### src/fif_pkg.sv
// Shared types, constants and helper functions of the five-tap FIR/IIR filter.
`default_nettype none

package fif_pkg;

    localparam int MAX_TAPS_DEF = 5;
    localparam int SAMPLE_W     = 16;
    localparam int ACC_W        = 40;
    localparam int MUL_B_W      = 20;
    localparam int PROD_W       = SAMPLE_W + MUL_B_W;
    localparam int DIV_STEPS    = 16;
    localparam int DCNT_W       = $clog2(DIV_STEPS);
    localparam int APB_ADDR_W   = 6;
    localparam int APB_DATA_W   = 64;

    typedef enum logic [2:0] {
        REG_FILTER_MODE = 3'd0,
        REG_TAP_COUNT   = 3'd1,
        REG_NUM_LO      = 3'd2,
        REG_DEN_LO      = 3'd3,
        REG_COEFS_HIGH  = 3'd4
    } fif_reg_idx_t;

    typedef enum logic [3:0] {
        ST_IDLE,
        ST_MAC,
        ST_DRAIN,
        ST_NEW,
        ST_NMUL,
        ST_NACC,
        ST_PSUM,
        ST_PADD,
        ST_PMUL,
        ST_PSET,
        ST_PDIV,
        ST_PFIN,
        ST_FILL,
        ST_DONE
    } fif_state_t;

    typedef struct packed {
        logic        filter_mode;
        logic [2:0]  tap_count;
        logic [63:0] num_lo;
        logic [63:0] den_lo;
        logic [31:0] coefs_high;
    } fif_cfg_t;

    typedef struct packed {
        logic                       clip;
        logic signed [SAMPLE_W-1:0] val;
    } fif_sat_t;

    function automatic logic signed [15:0] num_coef(fif_cfg_t c, logic [2:0] i);
        case (i)
            3'd0:    return c.num_lo[15:0];
            3'd1:    return c.num_lo[31:16];
            3'd2:    return c.num_lo[47:32];
            3'd3:    return c.num_lo[63:48];
            default: return c.coefs_high[15:0];
        endcase
    endfunction

    function automatic logic signed [15:0] den_coef(fif_cfg_t c, logic [2:0] i);
        case (i)
            3'd0:    return c.den_lo[15:0];
            3'd1:    return c.den_lo[31:16];
            3'd2:    return c.den_lo[47:32];
            3'd3:    return c.den_lo[63:48];
            default: return c.coefs_high[31:16];
        endcase
    endfunction

    // Q.28 to Q1.15 with rounding to nearest, ties upward, then saturation.
    function automatic fif_sat_t q28_to_q15(logic signed [ACC_W-1:0] v);
        logic signed [ACC_W-1:0]  t;
        logic signed [ACC_W-14:0] q;
        fif_sat_t                 r;
        t = v + ACC_W'(4096);
        q = t[ACC_W-1:13];
        r.clip = 1'b0;
        if (q > 32767) begin
            r.val  = 16'sh7FFF;
            r.clip = 1'b1;
        end else if (q < -32768) begin
            r.val  = 16'sh8000;
            r.clip = 1'b1;
        end else begin
            r.val = q[15:0];
        end
        return r;
    endfunction

endpackage

`default_nettype wire

### src/fif_mul.sv
// Shared signed multiplier with a registered product.
`default_nettype none

module fif_mul
    import fif_pkg::*;
(
    input  wire logic                       aclk,
    input  wire logic                       mul_en,
    input  wire logic signed [SAMPLE_W-1:0] op_a,
    input  wire logic signed [MUL_B_W-1:0]  op_b,
    output logic signed [PROD_W-1:0]        prod
);

    logic signed [PROD_W-1:0] prod_reg;

    always_ff @(posedge aclk) begin
        if (mul_en) begin
            prod_reg <= op_a * op_b;
        end
    end

    assign prod = prod_reg;

endmodule

`default_nettype wire

### src/fif_cfg.sv
// Configuration register file behind an APB-style port.
`default_nettype none

module fif_cfg
    import fif_pkg::*;
(
    input  wire logic                  aclk,
    input  wire logic                  aresetn,
    input  wire logic                  psel,
    input  wire logic                  penable,
    input  wire logic                  pwrite,
    input  wire logic [APB_ADDR_W-1:0] paddr,
    input  wire logic [APB_DATA_W-1:0] pwdata,
    output logic      [APB_DATA_W-1:0] prdata,
    output logic                       pready,
    output fif_cfg_t                   cfg
);

    fif_cfg_t cfg_reg;
    fif_cfg_t cfg_next;
    logic     wr_en;

    assign wr_en  = psel && penable && pwrite;
    assign pready = 1'b1;

    always_comb begin
        cfg_next = cfg_reg;
        if (wr_en) begin
            case (paddr[5:3])
                REG_FILTER_MODE: cfg_next.filter_mode = pwdata[0];
                REG_TAP_COUNT:   cfg_next.tap_count   = pwdata[2:0];
                REG_NUM_LO:      cfg_next.num_lo      = pwdata;
                REG_DEN_LO:      cfg_next.den_lo      = pwdata;
                REG_COEFS_HIGH:  cfg_next.coefs_high  = pwdata[31:0];
                default:         cfg_next = cfg_reg;
            endcase
        end
    end

    always_ff @(posedge aclk) begin
        if (!aresetn) begin
            cfg_reg.filter_mode <= 1'b0;
            cfg_reg.tap_count   <= 3'd5;
            cfg_reg.num_lo      <= '0;
            cfg_reg.den_lo      <= '0;
            cfg_reg.coefs_high  <= '0;
        end else begin
            cfg_reg <= cfg_next;
        end
    end

    always_comb begin
        case (paddr[5:3])
            REG_FILTER_MODE: prdata = {{(APB_DATA_W-1){1'b0}}, cfg_reg.filter_mode};
            REG_TAP_COUNT:   prdata = {{(APB_DATA_W-3){1'b0}}, cfg_reg.tap_count};
            REG_NUM_LO:      prdata = cfg_reg.num_lo;
            REG_DEN_LO:      prdata = cfg_reg.den_lo;
            REG_COEFS_HIGH:  prdata = {{(APB_DATA_W-32){1'b0}}, cfg_reg.coefs_high};
            default:         prdata = '0;
        endcase
    end

    assign cfg = cfg_reg;

endmodule

`default_nettype wire

### src/fif_core.sv
// Sequencer, accumulators, divider and delay line of the filter.
`default_nettype none

module fif_core
    import fif_pkg::*;
#(
    parameter int MAX_TAPS = MAX_TAPS_DEF
) (
    input  wire logic                aclk,
    input  wire logic                aresetn,
    input  wire fif_cfg_t            cfg,
    input  wire logic                s_tvalid,
    output logic                     s_tready,
    input  wire logic [15:0]         s_tdata,
    input  wire logic                s_tuser,
    output logic                     m_tvalid,
    input  wire logic                m_tready,
    output logic [15:0]              m_tdata,
    output logic                     m_tuser
);

    localparam int TAP_W = $clog2(MAX_TAPS + 1);
    localparam int IDX_W = (MAX_TAPS > 1) ? $clog2(MAX_TAPS) : 1;

    fif_state_t state_reg, state_next;

    logic [TAP_W-1:0]            n_reg, n_next, n_now;
    logic [IDX_W-1:0]            t_reg, t_next, rd_idx;
    logic                        half_reg, half_next;
    logic signed [SAMPLE_W-1:0]  x_reg, x_next;
    logic                        pre_reg, pre_next;
    logic signed [ACC_W-1:0]     sn_reg, sn_next;
    logic signed [ACC_W-1:0]     sd_reg, sd_next;
    logic                        pend_reg, pend_next;
    logic                        pend_den_reg, pend_den_next;
    logic signed [SAMPLE_W-1:0]  newest_reg, newest_next;
    logic                        clip_reg, clip_next;
    logic [PROD_W+1:0]           rem_reg, rem_next;
    logic [PROD_W-1:0]           dsh_reg, dsh_next;
    logic [DIV_STEPS-1:0]        q_reg, q_next;
    logic [DCNT_W-1:0]           dcnt_reg, dcnt_next;
    logic                        neg_reg, neg_next;
    logic                        big_reg, big_next;
    logic                        m_valid_reg, m_valid_next;
    logic [15:0]                 m_data_reg, m_data_next;
    logic                        m_user_reg, m_user_next;
    logic signed [SAMPLE_W-1:0]  delay_reg [MAX_TAPS];
    logic signed [SAMPLE_W-1:0]  delay_next [MAX_TAPS];

    logic                        mul_en;
    logic signed [SAMPLE_W-1:0]  op_a;
    logic signed [MUL_B_W-1:0]   op_b;
    logic signed [PROD_W-1:0]    prod;
    logic signed [ACC_W-1:0]     prod_ext;
    logic signed [ACC_W-1:0]     fb_val;
    logic [PROD_W-1:0]           ap;
    logic [ACC_W-1:0]            an_full;
    logic [MUL_B_W-1:0]          an;
    logic [MUL_B_W:0]            div2;
    logic [PROD_W+1:0]           dividend;
    logic                        big_now;
    logic                        last_tap;
    logic [2:0]                  cidx;
    logic [2:0]                  nidx;
    logic [SAMPLE_W:0]           neg_q;
    logic signed [15:0]          cn, cd, cl;
    fif_sat_t                    fb_sat, y_sat;

    fif_mul u_mul (
        .aclk   (aclk),
        .mul_en (mul_en),
        .op_a   (op_a),
        .op_b   (op_b),
        .prod   (prod)
    );

    always_comb begin
        if (cfg.tap_count == 3'd0) begin
            n_now = TAP_W'(1);
        end else if (cfg.tap_count > 3'(MAX_TAPS)) begin
            n_now = TAP_W'(MAX_TAPS);
        end else begin
            n_now = TAP_W'(cfg.tap_count);
        end
    end

    assign rd_idx   = t_reg + IDX_W'(1);
    assign cidx     = 3'(t_reg);
    assign nidx     = 3'(n_reg - TAP_W'(1));
    assign cn       = num_coef(cfg, cidx);
    assign cd       = den_coef(cfg, cidx);
    assign cl       = num_coef(cfg, nidx);
    assign last_tap = (TAP_W'(t_reg) + TAP_W'(2)) == n_reg;
    assign prod_ext = {{(ACC_W-PROD_W){prod[PROD_W-1]}}, prod};
    assign fb_val   = {{(ACC_W-SAMPLE_W-13){x_reg[SAMPLE_W-1]}}, x_reg, 13'b0} - sd_reg;
    assign fb_sat   = q28_to_q15(fb_val);
    assign y_sat    = q28_to_q15(sn_reg);
    assign ap       = prod[PROD_W-1] ? PROD_W'(-prod) : PROD_W'(prod);
    assign an_full  = sn_reg[ACC_W-1] ? ACC_W'(-sn_reg) : ACC_W'(sn_reg);
    assign an       = an_full[MUL_B_W-1:0];
    assign div2     = {an, 1'b0};
    assign dividend = {1'b0, ap, 1'b0} + (PROD_W+2)'(an);
    assign big_now  = dividend >= {1'b0, div2, 16'b0};
    assign neg_q    = -{1'b0, q_reg};

    assign s_tready = (state_reg == ST_IDLE);
    assign m_tvalid = m_valid_reg;
    assign m_tdata  = m_data_reg;
    assign m_tuser  = m_user_reg;

    always_comb begin
        state_next = state_reg;
        case (state_reg)
            ST_IDLE: begin
                if (s_tvalid) begin
                    if (s_tuser) begin
                        state_next = cfg.filter_mode ? ST_PSUM : ST_FILL;
                    end else begin
                        state_next = (n_now > TAP_W'(1)) ? ST_MAC : ST_NEW;
                    end
                end
            end
            ST_MAC: begin
                if (half_reg && last_tap) begin
                    state_next = ST_DRAIN;
                end
            end
            ST_DRAIN: state_next = ST_NEW;
            ST_NEW:   state_next = ST_NMUL;
            ST_NMUL:  state_next = ST_NACC;
            ST_NACC:  state_next = ST_DONE;
            ST_PSUM: begin
                if ((TAP_W'(t_reg) + TAP_W'(1)) == n_reg) begin
                    state_next = ST_PADD;
                end
            end
            ST_PADD: state_next = ST_PMUL;
            ST_PMUL: state_next = ST_PSET;
            ST_PSET: begin
                if (sn_reg == '0) begin
                    state_next = ST_FILL;
                end else if (big_now) begin
                    state_next = ST_PFIN;
                end else begin
                    state_next = ST_PDIV;
                end
            end
            ST_PDIV: begin
                if (dcnt_reg == DCNT_W'(DIV_STEPS - 1)) begin
                    state_next = ST_PFIN;
                end
            end
            ST_PFIN: state_next = ST_FILL;
            ST_FILL: state_next = ST_DONE;
            ST_DONE: begin
                if (!m_valid_reg || m_tready) begin
                    state_next = ST_IDLE;
                end
            end
            default: state_next = ST_IDLE;
        endcase
    end

    always_comb begin
        n_next        = n_reg;
        t_next        = t_reg;
        half_next     = half_reg;
        x_next        = x_reg;
        pre_next      = pre_reg;
        sn_next       = sn_reg;
        sd_next       = sd_reg;
        pend_next     = pend_reg;
        pend_den_next = pend_den_reg;
        newest_next   = newest_reg;
        clip_next     = clip_reg;
        rem_next      = rem_reg;
        dsh_next      = dsh_reg;
        q_next        = q_reg;
        dcnt_next     = dcnt_reg;
        neg_next      = neg_reg;
        big_next      = big_reg;
        m_data_next   = m_data_reg;
        m_user_next   = m_user_reg;
        m_valid_next  = m_valid_reg && !m_tready;
        delay_next    = delay_reg;
        mul_en        = 1'b0;
        op_a          = x_reg;
        op_b          = '0;

        if ((state_reg == ST_MAC || state_reg == ST_DRAIN || state_reg == ST_NACC)
                && pend_reg) begin
            if (pend_den_reg) begin
                sd_next = sd_reg + prod_ext;
            end else begin
                sn_next = sn_reg + prod_ext;
            end
        end

        case (state_reg)
            ST_IDLE: begin
                if (s_tvalid) begin
                    x_next      = s_tdata;
                    pre_next    = s_tuser;
                    n_next      = n_now;
                    t_next      = '0;
                    half_next   = 1'b0;
                    sn_next     = '0;
                    sd_next     = '0;
                    clip_next   = 1'b0;
                    pend_next   = 1'b0;
                    newest_next = s_tdata;
                end
            end
            ST_MAC: begin
                mul_en        = 1'b1;
                op_a          = delay_reg[rd_idx];
                op_b          = half_reg ? {{4{cd[15]}}, cd} : {{4{cn[15]}}, cn};
                pend_next     = 1'b1;
                pend_den_next = half_reg;
                if (half_reg) begin
                    half_next = 1'b0;
                    t_next    = t_reg + IDX_W'(1);
                end else begin
                    half_next = 1'b1;
                end
            end
            ST_DRAIN: begin
                pend_next = 1'b0;
            end
            ST_NEW: begin
                if (cfg.filter_mode) begin
                    newest_next = fb_sat.val;
                    clip_next   = clip_reg | fb_sat.clip;
                end else begin
                    newest_next = x_reg;
                end
            end
            ST_NMUL: begin
                mul_en        = 1'b1;
                op_a          = newest_reg;
                op_b          = {{4{cl[15]}}, cl};
                pend_next     = 1'b1;
                pend_den_next = 1'b0;
                for (int i = 0; i < MAX_TAPS; i++) begin
                    if (i < MAX_TAPS - 1) begin
                        if (TAP_W'(i + 1) < n_reg) begin
                            delay_next[i] = delay_reg[i + 1];
                        end
                    end
                    if (TAP_W'(i + 1) == n_reg) begin
                        delay_next[i] = newest_reg;
                    end
                end
            end
            ST_NACC: begin
                pend_next = 1'b0;
            end
            ST_PSUM: begin
                sn_next = sn_reg + {{(ACC_W-16){cn[15]}}, cn};
                sd_next = sd_reg + {{(ACC_W-16){cd[15]}}, cd};
                t_next  = t_reg + IDX_W'(1);
            end
            ST_PADD: begin
                sd_next = sd_reg + sn_reg;
            end
            ST_PMUL: begin
                mul_en = 1'b1;
                op_a   = x_reg;
                op_b   = sd_reg[MUL_B_W-1:0];
            end
            ST_PSET: begin
                if (sn_reg == '0) begin
                    clip_next   = 1'b1;
                    newest_next = x_reg;
                end else begin
                    rem_next  = dividend;
                    dsh_next  = {div2, 15'b0};
                    q_next    = '0;
                    dcnt_next = '0;
                    neg_next  = prod[PROD_W-1] ^ sn_reg[ACC_W-1];
                    big_next  = big_now;
                end
            end
            ST_PDIV: begin
                if (rem_reg >= {2'b00, dsh_reg}) begin
                    rem_next = rem_reg - {2'b00, dsh_reg};
                    q_next   = {q_reg[DIV_STEPS-2:0], 1'b1};
                end else begin
                    q_next   = {q_reg[DIV_STEPS-2:0], 1'b0};
                end
                dsh_next  = dsh_reg >> 1;
                dcnt_next = dcnt_reg + DCNT_W'(1);
            end
            ST_PFIN: begin
                if (big_reg) begin
                    newest_next = neg_reg ? 16'sh8000 : 16'sh7FFF;
                    clip_next   = 1'b1;
                end else if (neg_reg) begin
                    if (q_reg > 16'd32768) begin
                        newest_next = 16'sh8000;
                        clip_next   = 1'b1;
                    end else begin
                        newest_next = neg_q[15:0];
                    end
                end else if (q_reg > 16'd32767) begin
                    newest_next = 16'sh7FFF;
                    clip_next   = 1'b1;
                end else begin
                    newest_next = q_reg;
                end
            end
            ST_FILL: begin
                for (int i = 0; i < MAX_TAPS; i++) begin
                    if (TAP_W'(i) < n_reg) begin
                        delay_next[i] = newest_reg;
                    end
                end
            end
            ST_DONE: begin
                if (!m_valid_reg || m_tready) begin
                    m_valid_next = 1'b1;
                    m_data_next  = pre_reg ? 16'd0 : y_sat.val;
                    m_user_next  = pre_reg ? clip_reg : (clip_reg | y_sat.clip);
                end
            end
            default: begin
                pend_next = 1'b0;
            end
        endcase
    end

    always_ff @(posedge aclk) begin
        if (!aresetn) begin
            state_reg   <= ST_IDLE;
            m_valid_reg <= 1'b0;
            pend_reg    <= 1'b0;
            for (int i = 0; i < MAX_TAPS; i++) begin
                delay_reg[i] <= '0;
            end
        end else begin
            state_reg   <= state_next;
            m_valid_reg <= m_valid_next;
            pend_reg    <= pend_next;
            delay_reg   <= delay_next;
        end
    end

    always_ff @(posedge aclk) begin
        n_reg        <= n_next;
        t_reg        <= t_next;
        half_reg     <= half_next;
        x_reg        <= x_next;
        pre_reg      <= pre_next;
        sn_reg       <= sn_next;
        sd_reg       <= sd_next;
        pend_den_reg <= pend_den_next;
        newest_reg   <= newest_next;
        clip_reg     <= clip_next;
        rem_reg      <= rem_next;
        dsh_reg      <= dsh_next;
        q_reg        <= q_next;
        dcnt_reg     <= dcnt_next;
        neg_reg      <= neg_next;
        big_reg      <= big_next;
        m_data_reg   <= m_data_next;
        m_user_reg   <= m_user_next;
    end

endmodule

`default_nettype wire

### src/fir_iir_filter_five_tap_unit.sv
// Top level of the five-tap FIR/IIR filter: register port, sequencer core and ports.
//
// One word goes in and one word comes out per item. A sample word (tuser 0)
// runs through the taps in use on the single shared 16 x 20 bit multiplier,
// which forms one numerator and one denominator product per tap and only a
// numerator product for the newest value. A preload word (tuser 1) fills the
// delay line directly in FIR mode; in IIR mode it first sums the coefficients
// and scales the value in the 16-step shift-subtract divider. A zero numerator
// sum skips the divider and its final step, and an overflowing quotient skips
// the divider. The input is not ready while an item is in work, and
// a finished result waits in the output register while the next word is taken.
`default_nettype none

module fir_iir_filter_five_tap_unit
    import fif_pkg::*;
#(
    parameter int MAX_TAPS = MAX_TAPS_DEF
) (
    input  wire logic                  aclk,
    input  wire logic                  aresetn,
    input  wire logic                  psel,
    input  wire logic                  penable,
    input  wire logic                  pwrite,
    input  wire logic [APB_ADDR_W-1:0] paddr,
    input  wire logic [APB_DATA_W-1:0] pwdata,
    output logic      [APB_DATA_W-1:0] prdata,
    output logic                       pready,
    input  wire logic                  s_tvalid,
    output logic                       s_tready,
    input  wire logic [15:0]           s_tdata,  // [15:0] sample_in
    input  wire logic                  s_tuser,  // [0] mode
    output logic                       m_tvalid,
    input  wire logic                  m_tready,
    output logic      [15:0]           m_tdata,  // [15:0] filtered_out
    output logic                       m_tuser   // [0] clipped
);

    fif_cfg_t cfg;

    fif_cfg u_cfg (
        .aclk    (aclk),
        .aresetn (aresetn),
        .psel    (psel),
        .penable (penable),
        .pwrite  (pwrite),
        .paddr   (paddr),
        .pwdata  (pwdata),
        .prdata  (prdata),
        .pready  (pready),
        .cfg     (cfg)
    );

    fif_core #(
        .MAX_TAPS (MAX_TAPS)
    ) u_core (
        .aclk     (aclk),
        .aresetn  (aresetn),
        .cfg      (cfg),
        .s_tvalid (s_tvalid),
        .s_tready (s_tready),
        .s_tdata  (s_tdata),
        .s_tuser  (s_tuser),
        .m_tvalid (m_tvalid),
        .m_tready (m_tready),
        .m_tdata  (m_tdata),
        .m_tuser  (m_tuser)
    );

endmodule

`default_nettype wire

### config.mk
export PLATFORM = sky130hd
export DESIGN_NAME = fir_iir_filter_five_tap_unit
export DESIGN_NICKNAME = d
export VERILOG_FILES = /design/src/fif_pkg.sv /design/src/fif_mul.sv /design/src/fif_cfg.sv /design/src/fif_core.sv /design/src/fir_iir_filter_five_tap_unit.sv
export SDC_FILE = /design/constraint.sdc
export NUM_CORES = 2
export LEC_CHECK = 0
export BUFFER_PORTS_ARGS = -buffer_cell sky130_fd_sc_hd__buf_2
export CAP_MARGIN = 20
export CORE_ASPECT_RATIO = 2
export CORE_MARGIN = 5
export CORE_UTILIZATION = 40
export CTS_CLUSTER_DIAMETER = 30
export DETAILED_ROUTE_END_ITERATION = 6
export PLACE_DENSITY = 0.62
export SYNTH_ARGS = -nofsm -noshare
export SYNTH_HDL_FRONTEND = slang
export SYNTH_SLANG_ARGS = --single-unit
### constraint.sdc
create_clock -name aclk -period 23.5 [get_ports aclk]
set_clock_uncertainty 0.15 [all_clocks]
set_input_delay 3.525 -clock aclk [delete_from_list [all_inputs] [get_ports aclk]]
set_output_delay 3.525 -clock aclk [all_outputs]
set_load 0.05 [all_outputs]
==> run metrics <==
First DRT Iteration DRCs=3,807; critical path endpoint category=flop; TritonCTS clock tree=done; min-delay worst type=reg2reg; WHS Path Cells=2; core area=132,400 um^2; max incr delay on CP=0.64 ns; WP data required=23.78 ns; fmax=0.09113 GHz; Die ar.=141,000 um^2; post-route antenna net violation count=0; Async S/R FF share, synth=0; syn_area_per_cell=8.180 um^2; distinct cell type count after synthesis=98; initial antenna violation count=12; layout cells sized above 1=0.08919; post-route cell area=59,390 um^2; RR Startpoint=u_core.cidx[0]; Clk Latency, worst-skew pair=0.75 ns; clock slew at reported path FFs=0.06 ns; Most common cell on crit path=fa_1; Avg WL per Cell=24.72 um; routability cong.=1.009; DRC viols=0; vias per cell=6.013; Max Cap Violations=0; DIE HEIGHT=526 um; dpl hpwl=162,300 um; Final Instance Count excl. Fillers=8,378; Cells after DPL=8,206; width of the die=268 um; vias in the first global route=51,470; gr usage total=0.2853; Nets=7,395; Post-Syn Area=53,250 um^2; first-pass GRT wire length=308,300 um; final critical-path required period=10.97 ns; critical path type=reg2reg; status=finished clean; Hold EP=u_cfg.cfg[32]; Routed WL=207,100 um; Layout Utilization=0.4485; RSZ-0062 raised after global routing=no; vias post-DR=50,373; total grt overflow=0; Post-synth EDFFs=191; final setup fails=0; starting density of the core=0.4021; post-synthesis net count=7,328; Slew HR=0.1824; total CTS buffers=85; crit share post-route=0.4669; Yosys reg bits=521; largest net degree at the start of global routing=92; Post-Syn Instances=6,510; Critical path origin=u_core.cidx[0]; ys flop type=dfxtp_1; Yosys top cell area share=0.1241; # resized after CTS=0; Crit Path Max Fanout=32; Hold Crit Start=u_cfg.cfg[32]; synth warn=0; Seq/Total Area, Yosys=0.2318; CP max stage cell=a2111oi_0; setup bufs post-CTS=0; largest area contributor in the netlist=dfxtp_1; CTS Hold Bufs=0; First-pass DRT Iterations=6; flop-to-flop setup slack=12.53 ns; clk sinks=521; Reg-to-Reg End=u_core.u_mul.prod[33]; startpoint types=flop; top area cells in the synthesized netlist=dfxtp_1 12%, fa_1 12%, edfxtp_1 11%; IO Port Bufs=173; CTS root buf=clkbuf_16; setup TNS=0 ns; row count=189; final hold vios=0; Slew @ Worst Pin=1.221 ns; max reg flops=164; CTS max path bufs=3; critical path arrival=11.25 ns; area post-placement=56,240 um^2; Pins Over Slew Limit=0; I/O pin total=178; FF-to-FF path depth=34; Layout area overhead=11.53%; htree depth=3
critical path: cells and delay by family, from the launching register on:
family	cells	cell delay [ns]
fa+ha+maj	8	3.73
compound gates	10	3.09
buf+inv	9	1.60
simple gates	6	1.35
xor+xnor	1	0.43
flops	1	0.31
through the flow:
step	setup WS, ns	hold slack (ns)
2_1_floorplan	14.02	0.2955
3_3_place_gp	12.49	0.3034
3_5_place_dp	12.49	0.3109
4_1_cts	12.46	0.3188
5_1_grt	12.06	0.3385
6_report	12.53	0.3191
logic make-up (layout without fill, tap and decap cells):
logic type,after synthesis,count (layout),share of synthesized area
multiplexers,219,219,0.04563
adder cells (fa/ha/maj),724,724,0.2159
AO/OA/AOI/OAI,1789,1789,0.2160
AND/OR/NAND/NOR,2024,2024,0.1702
other,1,11,0.00007042
flip-flops,521,521,0.2318
XOR/XNOR,353,353,0.05806
buffers and inverters,879,1018,0.06236
how the worst max path moves through the flow:
stage,to,depth (start not counted)
5_1_grt,u_core.u_mul.prod[33],33
3_3_place_gp,u_core.u_mul.prod[33],34
2_1_floorplan,prdata[16],5
6_report,u_core.u_mul.prod[33],34
4_1_cts,u_core.u_mul.prod[33],33
3_5_place_dp,u_core.u_mul.prod[33],33
cell type report:
type	instances	area, um^2
repair buffers	296	1815
clock buffers	98	2238
flip-flops and latches	521	12340
multi-input cells	5110	37850
clock inverters	61	847.1
diodes	10	25.02
inverters	563	2121
fillers	13123	73030
well taps	1719	2151
routing by layer:
metal | track usage | wire length [um] | share of wire
met4 | 0.2850 | 26780 | 0.13
met3 | 0.04527 | 11480 | 0.055
met1 | 0.2724 | 65870 | 0.32
met5 | 0 | 13 | 0.000063
met2 | 0.5018 | 102900 | 0.50
cell usage in the layout, fill, tap and decap left out, drive strengths merged, types with 46 or more instances in the layout:
cell / count
edfxtp: 191
a31oi: 60
o21bai: 48
inv: 584
and2: 46
nor2b: 54
nor3: 99
xor2: 150
nor2: 655
o22ai: 52
o21ai: 327
clkbuf: 99
nand3: 95
nand2: 755
buf: 295
a21o: 172
ha: 399
mux2i: 173
fa: 325
nand2b: 88
a22oi: 123
xnor2: 203
a21oi: 547
dfxtp: 330
a211oi: 111
synth_stat cells, types with 94 or more instances:
master and number:
inv_1 561, xor2_1 150, a21oi_1 547, nor2_1 655
a22oi_1 123, dfxtp_1 330, ha_1 399, clkbuf_1 289
a211oi_1 110, nand2_1 755, o21ai_0 318, a21o_1 172
fa_1 325, xnor2_1 203, edfxtp_1 191, nor3_1 99
nand3_1 94, mux2i_1 173
Power is left out: the tool's default activity adds up to more than one toggle a clock period on the data nets, which glitch-free logic cannot reach.
